**config.mk**
```make
export PLATFORM = sky130hd
export DESIGN_NAME = greedy_unit_fraction_expander_unit
export DESIGN_NICKNAME = d
export VERILOG_FILES = /design/src/rtl/gufe_pkg.sv /design/src/rtl/gufe_div.sv /design/src/rtl/gufe_mul.sv /design/src/rtl/greedy_unit_fraction_expander_unit.sv
export SDC_FILE = /design/constraint.sdc
export NUM_CORES = 2
export LEC_CHECK = 0
export BUFFER_PORTS_ARGS = -buffer_cell sky130_fd_sc_hd__buf_2
export CORE_MARGIN = 2
export CORE_UTILIZATION = 50
export CTS_CLUSTER_DIAMETER = 150
export DETAILED_ROUTE_END_ITERATION = 16
export PLACE_DENSITY_LB_ADDON = 0.2
export SYNTH_ARGS = -nofsm -noshare
export SYNTH_HDL_FRONTEND = slang
export SYNTH_HIERARCHICAL = 1
export SYNTH_SLANG_ARGS = --single-unit
```
**constraint.sdc**
```tcl
create_clock -name clk -period 20.3 [get_ports clk]
set_clock_uncertainty 0.05 [all_clocks]
set_input_delay 0 -clock clk [delete_from_list [all_inputs] [get_ports clk]]
set_output_delay 0 -clock clk [all_outputs]
set_load 0.05 [all_outputs]
```
**src/rtl/gufe_pkg.sv**
```systemverilog
package gufe_pkg;

  localparam int InWidth   = 16;
  localparam int WorkWidth = 64;
  localparam int MaxTerms  = 64;
  localparam int CntWidth  = $clog2(MaxTerms + 1);
  localparam int BitWidth  = $clog2(WorkWidth + 1);

  localparam logic [1:0] StOk       = 2'd0;
  localparam logic [1:0] StInvalid  = 2'd1;
  localparam logic [1:0] StOverflow = 2'd2;

  typedef enum logic [3:0] {
    S_IDLE,
    S_CEIL,
    S_MULN,
    S_MULD,
    S_CHECK,
    S_GCD,
    S_DIVN,
    S_DIVD,
    S_OVF
  } gufe_state_t;

  // Request to the shared divider.
  typedef struct packed {
    logic                   go;
    logic [WorkWidth-1:0]   dividend;
    logic [WorkWidth-1:0]   divisor;
  } gufe_div_req_t;

  typedef struct packed {
    logic                   done;
    logic [WorkWidth-1:0]   quot;
    logic [WorkWidth-1:0]   rem;
  } gufe_div_rsp_t;

endpackage

```
**src/rtl/gufe_div.sv**
```systemverilog
module gufe_div (
  input  logic                   clk,
  input  logic                   rst,
  input  gufe_pkg::gufe_div_req_t req,
  output gufe_pkg::gufe_div_rsp_t rsp
);

  localparam int W = gufe_pkg::WorkWidth;

  logic             busy;
  logic [W-1:0]     quot;
  logic [W:0]       rem;
  logic [W-1:0]     dsr;
  logic [gufe_pkg::BitWidth-1:0] cnt;
  logic             done;
  logic [W:0]       shifted;
  logic [W:0]       diff;

  // One quotient bit per cycle, restoring form.
  assign shifted = {rem[W-1:0], quot[W-1]};
  assign diff    = shifted - {1'b0, dsr};

  always_ff @(posedge clk) begin
    if (rst) begin
      busy <= 1'b0;
      done <= 1'b0;
      cnt  <= '0;
    end else begin
      done <= 1'b0;
      if (req.go) begin
        busy <= 1'b1;
        cnt  <= gufe_pkg::BitWidth'(W);
      end else if (busy) begin
        cnt <= cnt - 1'b1;
        if (cnt == gufe_pkg::BitWidth'(1)) begin
          busy <= 1'b0;
          done <= 1'b1;
        end
      end
    end
  end

  always_ff @(posedge clk) begin
    if (req.go) begin
      quot <= req.dividend;
      rem  <= '0;
      dsr  <= req.divisor;
    end else if (busy) begin
      if (!diff[W]) begin
        rem  <= diff;
        quot <= {quot[W-2:0], 1'b1};
      end else begin
        rem  <= shifted;
        quot <= {quot[W-2:0], 1'b0};
      end
    end
  end

  assign rsp.done = done;
  assign rsp.quot = quot;
  assign rsp.rem  = rem[W-1:0];

endmodule

```
**src/rtl/gufe_mul.sv**
```systemverilog
module gufe_mul (
  input  logic                           clk,
  input  logic                           start,
  input  logic [gufe_pkg::WorkWidth-1:0] a,
  input  logic [gufe_pkg::WorkWidth-1:0] b,
  output logic                           done,
  output logic [gufe_pkg::WorkWidth-1:0] prod,
  output logic                           ovf,
  input  logic                           rst
);

  localparam int W = gufe_pkg::WorkWidth;

  // Shift-add multiplier, one bit of b per cycle, with overflow tracking.
  logic [W-1:0] acc;
  logic [W:0]   mcand;
  logic         mc_big;
  logic [W-1:0] mplr;
  logic         over;
  logic         busy;
  logic [W:0]   sum;

  assign sum = {1'b0, acc} + {1'b0, mcand[W-1:0]};

  always_ff @(posedge clk) begin
    if (rst) begin
      busy <= 1'b0;
      done <= 1'b0;
    end else begin
      done <= 1'b0;
      if (start) begin
        busy <= 1'b1;
      end else if (busy && mplr == '0) begin
        busy <= 1'b0;
        done <= 1'b1;
      end
    end
  end

  always_ff @(posedge clk) begin
    if (start) begin
      acc    <= '0;
      mcand  <= {1'b0, a};
      mc_big <= 1'b0;
      mplr   <= b;
      over   <= 1'b0;
    end else if (busy && mplr != '0) begin
      if (mplr[0]) begin
        acc <= sum[W-1:0];
        if (sum[W] || mc_big) over <= 1'b1;
      end
      mplr   <= mplr >> 1;
      mc_big <= mc_big | mcand[W-1];
      mcand  <= {1'b0, mcand[W-2:0], 1'b0};
    end
  end

  assign prod = acc;
  assign ovf  = over;

endmodule

```
**src/rtl/greedy_unit_fraction_expander_unit.sv**
```systemverilog
// Greedy unit-fraction expander. Raise start with a proper fraction on
// numerator and denominator while busy is low; the block then emits the
// greedy Egyptian-fraction terms one per strobe on unit_denominator, with
// last marking the final result of the item. An invalid fraction gives one
// result with status 1 in the cycle after it is taken, and the block stays
// ready. Work-width overflow or the 64-term limit ends the run with a status 2
// result. Every division goes through one bit-serial divider, and a term takes
// two multiplies. The ceiling costs one division, and the gcd costs one
// division per Euclid step, up to about 93 steps for 64-bit values. The two
// reducing divisions add two more. Results cannot be stalled.
module greedy_unit_fraction_expander_unit (
  input  logic        clk,
  input  logic        rst,
  input  logic        start,
  output logic        busy,
  input  logic [15:0] numerator,
  input  logic [15:0] denominator,
  output logic        strobe,
  output logic [63:0] unit_denominator,
  output logic [1:0]  status,
  output logic        last
);

  localparam int W = gufe_pkg::WorkWidth;

  gufe_pkg::gufe_state_t state, state_next;
  gufe_pkg::gufe_div_req_t dreq;
  gufe_pkg::gufe_div_rsp_t drsp;

  logic [W-1:0] num, den, c, na, nb, gx, gy;
  logic [gufe_pkg::CntWidth-1:0] n;
  logic         mstart, mdone, movf;
  logic [W-1:0] ma, mb, mprod;
  logic         pn_ovf;
  logic         div_sent;
  logic         bad_frac;

  gufe_div u_div (.clk(clk), .rst(rst), .req(dreq), .rsp(drsp));
  gufe_mul u_mul (.clk(clk), .rst(rst), .start(mstart), .a(ma), .b(mb),
                  .done(mdone), .prod(mprod), .ovf(movf));

  assign bad_frac = numerator == '0 || denominator == '0 || numerator >= denominator;

  always_ff @(posedge clk) begin
    if (rst) state <= gufe_pkg::S_IDLE;
    else     state <= state_next;
  end

  assign busy = (state != gufe_pkg::S_IDLE);

  always_comb begin
    state_next    = state;
    dreq.go       = 1'b0;
    dreq.dividend = den;
    dreq.divisor  = num;
    mstart        = 1'b0;
    ma            = num;
    mb            = c;
    unique case (state)
      gufe_pkg::S_IDLE: begin
        if (start && !bad_frac) state_next = gufe_pkg::S_CEIL;
      end
      gufe_pkg::S_CEIL: begin
        dreq.go = !div_sent;
        if (drsp.done) state_next = gufe_pkg::S_MULN;
      end
      gufe_pkg::S_MULN: begin
        mstart = !div_sent;
        if (mdone) state_next = gufe_pkg::S_MULD;
      end
      gufe_pkg::S_MULD: begin
        ma = den;
        mstart = !div_sent;
        if (mdone) state_next = gufe_pkg::S_CHECK;
      end
      gufe_pkg::S_CHECK: begin
        state_next = gufe_pkg::S_IDLE;
        if (!pn_ovf && na != '0 && n < gufe_pkg::CntWidth'(gufe_pkg::MaxTerms - 1)) begin
          if (pn_ovf || movf) state_next = gufe_pkg::S_OVF;
          else state_next = gufe_pkg::S_GCD;
        end else if (pn_ovf && n < gufe_pkg::CntWidth'(gufe_pkg::MaxTerms - 1)) begin
          state_next = gufe_pkg::S_OVF;
        end
      end
      gufe_pkg::S_GCD: begin
        dreq.dividend = gx;
        dreq.divisor  = gy;
        dreq.go = !div_sent && gy != '0;
        if (gy == '0) state_next = gufe_pkg::S_DIVN;
      end
      gufe_pkg::S_DIVN: begin
        dreq.dividend = na;
        dreq.divisor  = gx;
        dreq.go = !div_sent;
        if (drsp.done) state_next = gufe_pkg::S_DIVD;
      end
      gufe_pkg::S_DIVD: begin
        dreq.dividend = nb;
        dreq.divisor  = gx;
        dreq.go = !div_sent;
        if (drsp.done) state_next = gufe_pkg::S_CEIL;
      end
      gufe_pkg::S_OVF: state_next = gufe_pkg::S_IDLE;
      default: state_next = gufe_pkg::S_IDLE;
    endcase
  end

  always_ff @(posedge clk) begin
    if (rst) begin
      strobe   <= 1'b0;
      div_sent <= 1'b0;
    end else begin
      strobe   <= 1'b0;
      // A finished division frees the divider, so the gcd loop can issue the next step.
      div_sent <= (dreq.go || mstart || div_sent) && (state_next == state) && !drsp.done;
      unique case (state)
        gufe_pkg::S_IDLE: begin
          if (start) begin
            num <= W'(numerator);
            den <= W'(denominator);
            n   <= '0;
            if (bad_frac) begin
              strobe <= 1'b1;
              unit_denominator <= '0;
              status <= gufe_pkg::StInvalid;
              last <= 1'b1;
            end
          end
        end
        gufe_pkg::S_CEIL: begin
          if (drsp.done) c <= drsp.quot + W'(drsp.rem != '0);
        end
        gufe_pkg::S_MULN: begin
          if (mdone) begin
            na     <= mprod - den;
            pn_ovf <= movf;
          end
        end
        gufe_pkg::S_MULD: begin
          if (mdone) begin
            nb <= mprod;
            gx <= na;
            gy <= mprod;
          end
        end
        gufe_pkg::S_CHECK: begin
          strobe <= 1'b1;
          unit_denominator <= c;
          status <= gufe_pkg::StOk;
          last   <= 1'b0;
          n      <= n + 1'b1;
          if (!pn_ovf && na == '0) begin
            last <= 1'b1;
          end else if (n >= gufe_pkg::CntWidth'(gufe_pkg::MaxTerms - 1)) begin
            unit_denominator <= '0;
            status <= gufe_pkg::StOverflow;
            last   <= 1'b1;
          end
        end
        gufe_pkg::S_GCD: begin
          if (drsp.done) begin
            gx <= gy;
            gy <= drsp.rem;
          end
        end
        gufe_pkg::S_DIVN: if (drsp.done) num <= drsp.quot;
        gufe_pkg::S_DIVD: if (drsp.done) den <= drsp.quot;
        gufe_pkg::S_OVF: begin
          strobe <= 1'b1;
          unit_denominator <= '0;
          status <= gufe_pkg::StOverflow;
          last   <= 1'b1;
        end
        default: ;
      endcase
    end
  end

endmodule

```
== Word-level counts from Yosys, hierarchy flattened ==
Index checks and enable logic that the tools add are counted.

* Bits in registers: 926

* Add/sub/neg operators: 6
* $lt $le $gt $ge: 3
* Equality and inequality tests: 16
* Mux-type cells: 63
* Bitwise gates (word level): 3
* Reductions and logical operators: 55

{| class="wikitable"
|+ Operators with widths
! operator !! number
|-
| $mux W64 || 19
|-
| $pmux W64 S2 || 4
|-
| $pmux W128 S3 || 1
|-
| $reduce_bool A64 Y1 || 4
|-
| $logic_not A64 Y1 || 3
|-
| $pmux W64 S3 || 1
|-
| $add A64 B64 Y65 || 1
|-
| $sub A65 B64 Y65 || 1
|-
| $add A64 B1 Y64 || 1
|-
| $sub A64 B64 Y64 || 1
|-
| $mux W4 || 10
|-
| $logic_not A16 Y1 || 2
|-
| $pmux W4 S8 || 1
|-
| $mux W7 || 3
|-
| $eq A4 B3 Y1 const B || 4
|-
| $ge A16 B16 Y1 || 1
|-
| $reduce_and A4 Y1 || 4
|-
| $mux W1 || 15
|-
| $reduce_and A3 Y1 || 5
|-
| $pmux W7 S2 || 1
|-
| $reduce_bool A2 Y1 || 7
|-
| $logic_and A1 B1 Y1 || 10
|-
| $eq A4 B2 Y1 const B || 2
|-
| $mux W2 || 4
|-
| other kinds (23) || 41
|}

== Logic depth before layout (Yosys ltp) ==
* Depth after elaboration: 10
* Depth in mapped cells: 14
* Mapped depth without buffers: 13

== Hierarchy ==
The synthesis kept the hierarchy.

{| class="wikitable"
|+ By module, submodules not included
! module !! instances !! cells an instance !! area each (um2)
|-
| greedy_unit_fraction_expander_unit || 1 || 2,654 || 28,914.0
|-
| gufe_div || 1 || 1,228 || 12,132.9
|-
| gufe_mul || 1 || 1,123 || 11,493.5
|}

== Worst setup path after synthesis ==
No wires, ideal clock.

* Kind: reg2reg
* From: reg state[2]
* To: reg den[0], enable pin
* Setup time: 0.827 ns
* Data arrival time: 11.334 ns
* Required time: 19.423 ns
* Path slack: 8.089 ns
* Stages on the path, launching flop included: 7
* Period minus slack after synthesis: 12.211 ns
* Path through: dfxtp_1 -> nor2b_1 -> clkbuf_1 -> and2_1 -> clkbuf_1 -> nand2_1 -> a2111oi_0

* Cells in the longest elaborated chain, start to end: 3

{| class="wikitable"
|+ Ends and longest elaborated chain
! what !! line !! source
|-
| start: declaration || greedy_unit_fraction_expander_unit.sv:26 || <nowiki>gufe_pkg::gufe_state_t state, state_next;</nowiki>
|-
| start signal: assignment || greedy_unit_fraction_expander_unit.sv:45 || <nowiki>if (rst) state <= gufe_pkg::S_IDLE;</nowiki>
|-
| start signal: assignment || greedy_unit_fraction_expander_unit.sv:46 || <nowiki>else state <= state_next;</nowiki>
|-
| $eq A4 B3 Y1 or $logic_not A4 Y1 (tied branches) || greedy_unit_fraction_expander_unit.sv:116 || <nowiki>unique case (state)</nowiki>
|-
| $ne A2 B1 Y1 (no line), or another cell as far along || -- ||
|-
| $reduce_and A4 Y1 (no line) * || -- ||
|-
| end signal: assignment || greedy_unit_fraction_expander_unit.sv:120 || <nowiki>den <= W'(denominator);</nowiki>
|-
| end signal: assignment || greedy_unit_fraction_expander_unit.sv:167 || <nowiki>gufe_pkg::S_DIVD: if (drsp.done) den <= drsp.quot;</nowiki>
|-
| end: declaration || greedy_unit_fraction_expander_unit.sv:30 || <nowiki>logic [W-1:0] num, den, c, na, nb, gx, gy;</nowiki>
|}

Mark *: on every way between the ends. The rest lies on a longest branch, timed or not.
A chain may end at the register's enable or synchronous reset.

== Worst setup path in the final report ==
* From: reg u_div.quot[63]
* To: reg u_div.rem[1]

* Cells in the longest elaborated chain, start to end: 2

{| class="wikitable"
|+ Ends and longest elaborated chain
! what !! line !! source
|-
| start: declaration || gufe_div.sv:11 || <nowiki>logic [W-1:0] quot;</nowiki>
|-
| start signal: assignment || gufe_div.sv:45 || <nowiki>quot <= req.dividend;</nowiki>
|-
| start signal: assignment || gufe_div.sv:51 || <nowiki>quot <= {quot[W-2:0], 1'b1};</nowiki>
|-
| start signal: assignment || gufe_div.sv:54 || <nowiki>quot <= {quot[W-2:0], 1'b0};</nowiki>
|-
| $sub A65 B64 Y65 || gufe_div.sv:21 || <nowiki>assign diff = shifted - {1'b0, dsr};</nowiki>
|-
| $mux W64 || gufe_div.sv:49 || <nowiki>if (!diff[W]) begin</nowiki>
|-
| end signal: assignment || gufe_div.sv:50 || <nowiki>rem <= diff;</nowiki>
|-
| end signal: assignment || gufe_div.sv:53 || <nowiki>rem <= shifted;</nowiki>
|-
| end: declaration || gufe_div.sv:12 || <nowiki>logic [W:0] rem;</nowiki>
|}

Every way passes these cells.

==> summary.md <==
| Metric | Value |
|---|---|
| Unrepaired setup endpoints after global routing | no |
| Slowest CP cell | buf_4 |
| Fin. Hold Viols | 0 |
| Buffer count from post-CTS setup fixing | 0 |
| Post-synth EDFFs | 779 |
| Final setup TNS | 0 ps |
| Slew headroom | approximately 18% |
| Pwr dens | between 90 and 100 mW/mm^2 |
| CP cell instances | inv_1 > ha_1 > fa_1 > nand2b_1 > a21oi_1 > o211ai_1 > a211oi_1 > a211oi_2 > a211oi_1 > o21ai_2 > xor2_4 > buf_4 > mux2_2 > o21ai_0 |
| Crit share post-route | between 20 and 25% |
| Post-Route M1 WL | a little under 80,000 um |
| Mapped Nets | 5,255 |
| Final setup fails | 0 |
| Register area | 0.0263 mm^2 |
| Met3 WL | around 23,000 um |
| Max Cap Viol | 0 |
| Final-layout fill cell count | 9,053 |
| Ys Warns | 6 |
| Bufs on Longest Clock Path | 3 |
| Seq cells post-synth | 926 |
| Post-layout nets | 5,286 |
| FFs w/ async S/R, synth | 0% |
| Area growth syn-to-layout | 10.6% |
| First-pass GRT wire length | 267,000 um |
| Clk_lat worst skew | 710 ps |
| Port Buf Inserts | ~100 |
| Max Freq | 212 MHz |
| Worst stage delay on the critical path | 580 ps |
| Residual DRC count | 0 |
| Die Width | 328 um |
| Worst Tran Pin Value | 1240 ps |
| Syn_area_per_cell | 10.5 um^2 |
| CTS tree | done |
| Total GRT Usage | about a third |
| Synth Cell Area | between 0.05 and 0.06 mm^2 |
| Top delay family on crit path | compound AO/OA/AOI/OAI gates |
| Crit path kind | flip-flop to flip-flop |
| Status | finished, final reports clean |
| Leading area contributor after synthesis | edfxtp_1 |
| Crit end category | flip-flop |
| Num ports | between 100 and 150 |
| Vias in the first global route | 38,600 |
| Synth cell types | a little under 100 |
| Initial Utilization | 50.5% |
| Leakage power | 23.0 nW |
| Routed WL | ~190,000 um |
| Die ar. | approximately 0.11 mm^2 |
| Dpl cells | 6,279 |
| Worst hold path class | input pin to flip-flop |
| DP HPWL | about 140,000 um |
| GR Overflow Total | 0 |
| Top FF cell, synth | edfxtp_1 |
| Sequential-to-total area share from yosys stat | 50.1% |
| Worst Path Arrival | 5290 ps |
| Buf/Inv on CP | 2 |
| Top cell type's share of synthesized area | between 40% and 50% |
| Vias per cell | approximately 6.4 |
| Pin count of the biggest net entering global routing | 130 |
| Layout cell share with drive strength beyond 1 | between 10% and 20% |
| Routability-driven placement congestion ratio | 1.02 |
| Total clock sinks | 926 |
| CP most frequent cell | a211oi_1 |
| Routed vias | 41,900 |
| Initial antenna violation count | 9 |
| Peak VDD IR | 0.106 mV |
| Most common cell in the synthesized netlist | edfxtp_1 |
| Crit start category | flip-flop |
| Maximum fanout along the worst path | 42 |
| Wire per inst | 28.5 um |
| Area taken by multi-input logic gates | 0.0242 mm^2 |
| Height of the die | 328 um |
| Finished Layout Cells | ~6,500 |
| Site row count | 118 |
| Core Footprint | 0.104 mm^2 |
| DR pass1 iterations | 9 |
| Uppermost layer routed | met5 |
| Clock Root Buffer | clkbuf_16 |
| CTS HTree Levels | 3 |
| Synth top area cells | edfxtp_1 (45%), mux2_2 (6.2%), dfxtp_1 (5.6%) |
| Critical Path RT | 20,870 ps |
| Max Transition Viols Final | 0 |
| DR iter-0 viols | 6,890 |
| Post-route antenna net violation count | 0 |
| Metal2 WL | between 70,000 and 80,000 um |
| CTS buffer count | roughly 100 |
| Final Critical Period | around 4700 ps |
| Mapped Cells | 5,005 |
| R2R Setup Slk | roughly 16,000 ps |
| Commonest cells in the netlist | edfxtp_1 (779), nand2_1 (695), mux2_2 (288), a21oi_1 (271), inv_1 (267) |
| Clock transition at path regs | roughly 60 ps |
## registers in the layout, summed over array words and instances (netlist names), 4 cells and up
signal	flops
c	64
den	64
gx	64
gy	64
n	7
na	64
nb	64
num	64
state	4
u_div/cnt	7
u_div/dsr	64
u_div/quot	64
u_div/rem	64
u_mul/mcand	64
u_mul/mplr	64
u_mul/prod	64
unit_denominator	64
## worst reg2reg max path, stage by stage (launching register included)
cell and delay, ps:
edfxtp_1 510, inv_1 150, ha_1 250, fa_1 410
nand2b_1 190, a21oi_1 450, o211ai_1 210, a211oi_1 330
a211oi_2 140, a211oi_1 480, o21ai_2 170, xor2_4 150
buf_4 580, mux2_2 430, o21ai_0 130
## layout make-up
class	count	share of cell area (%)
sequential	926	45.3
multi-input combinational	3531	41.6
clock buffer	135	4.65
antenna	1	0.00430
clock inverter	54	1.33
tap	1380	2.97
timing repair buffer	209	2.42
inverter	267	1.72
## placed cells by master, fill, tap and decap left out, drive strengths merged, types with 23 or more instances in the layout
master	n
nand2b	33
and2	86
o21a	26
o211ai	23
nor2b	26
nor3	48
nor4	94
xor2	82
a222oi	62
nand4	84
edfxtp	779
a21oi	271
buf	175
a21o	95
inv	271
xnor2	155
nand2	696
mux2	288
a31oi	30
dlygate4sd3	34
nand3	73
clkinv	30
a211oi	89
and3	135
ha	212
nor2	267
mux2i	119
dfxtp	147
clkbuf	135
o21ai	217
a22oi	74
o21bai	31
## layer usage
metal | global-route usage [%] | up-vias
met1 | 49.9 | 20400
met2 | 46.4 | 2506
li1 | - | 18600
met5 | 0 | -
met3 | 7.66 | 348
met4 | 16.4 | 4
## worst paths after layout
| path | from | end | cells past startpoint |
|---|---|---|---|
| worst min-delay path | numerator[12] | num[12] | 3 |
| worst max register to register | u_div/quot[63] | u_div/rem[1] | 14 |
| worst min register to register | u_mul/busy | u_mul/done | 1 |
| worst max-delay path | u_div/quot[63] | u_div/rem[1] | 14 |
## report_power, final
part / internal [mW] / switching (mW)
Clock: 1.14 / 0.819
Sequential: 2.19 / 0.205
Combinational: 0.553 / 0.865
Total: 3.87 / 1.89
## through the flow
step           worst slack [ps]  hold slack [ps]  utilization [%]  total power [mW]  instance area, um^2
2_1_floorplan              8090             21.6                -              3.38                52500
3_5_place_dp              15780              311             52.3              3.78                54300
6_report                  15590              130             55.9              5.76                58100
4_1_cts                   15710             97.4             55.9              5.73                58100
3_3_place_gp              15840              304             52.3              3.78                54300
5_1_grt                   15320              141             55.9              5.98                58100
## cell families after synthesis
family,Yosys count,share of synthesized area (%)
simple gates,1616,14.8
flops,926,50.1
compound gates,1056,13.4
buf+inv,548,4.07
fa+ha+maj,215,5.16
mux,407,8.44
xor+xnor,237,3.99
## what timing repair did
| action | 4_1_cts | 5_1_grt |
|---|---|---|
| endpoints found under the hold margin | 49 | 0 |
| gates resized for setup | 0 | 0 |
| hold buffers | 34 | 0 |
(Power assumes the default switching activity.)
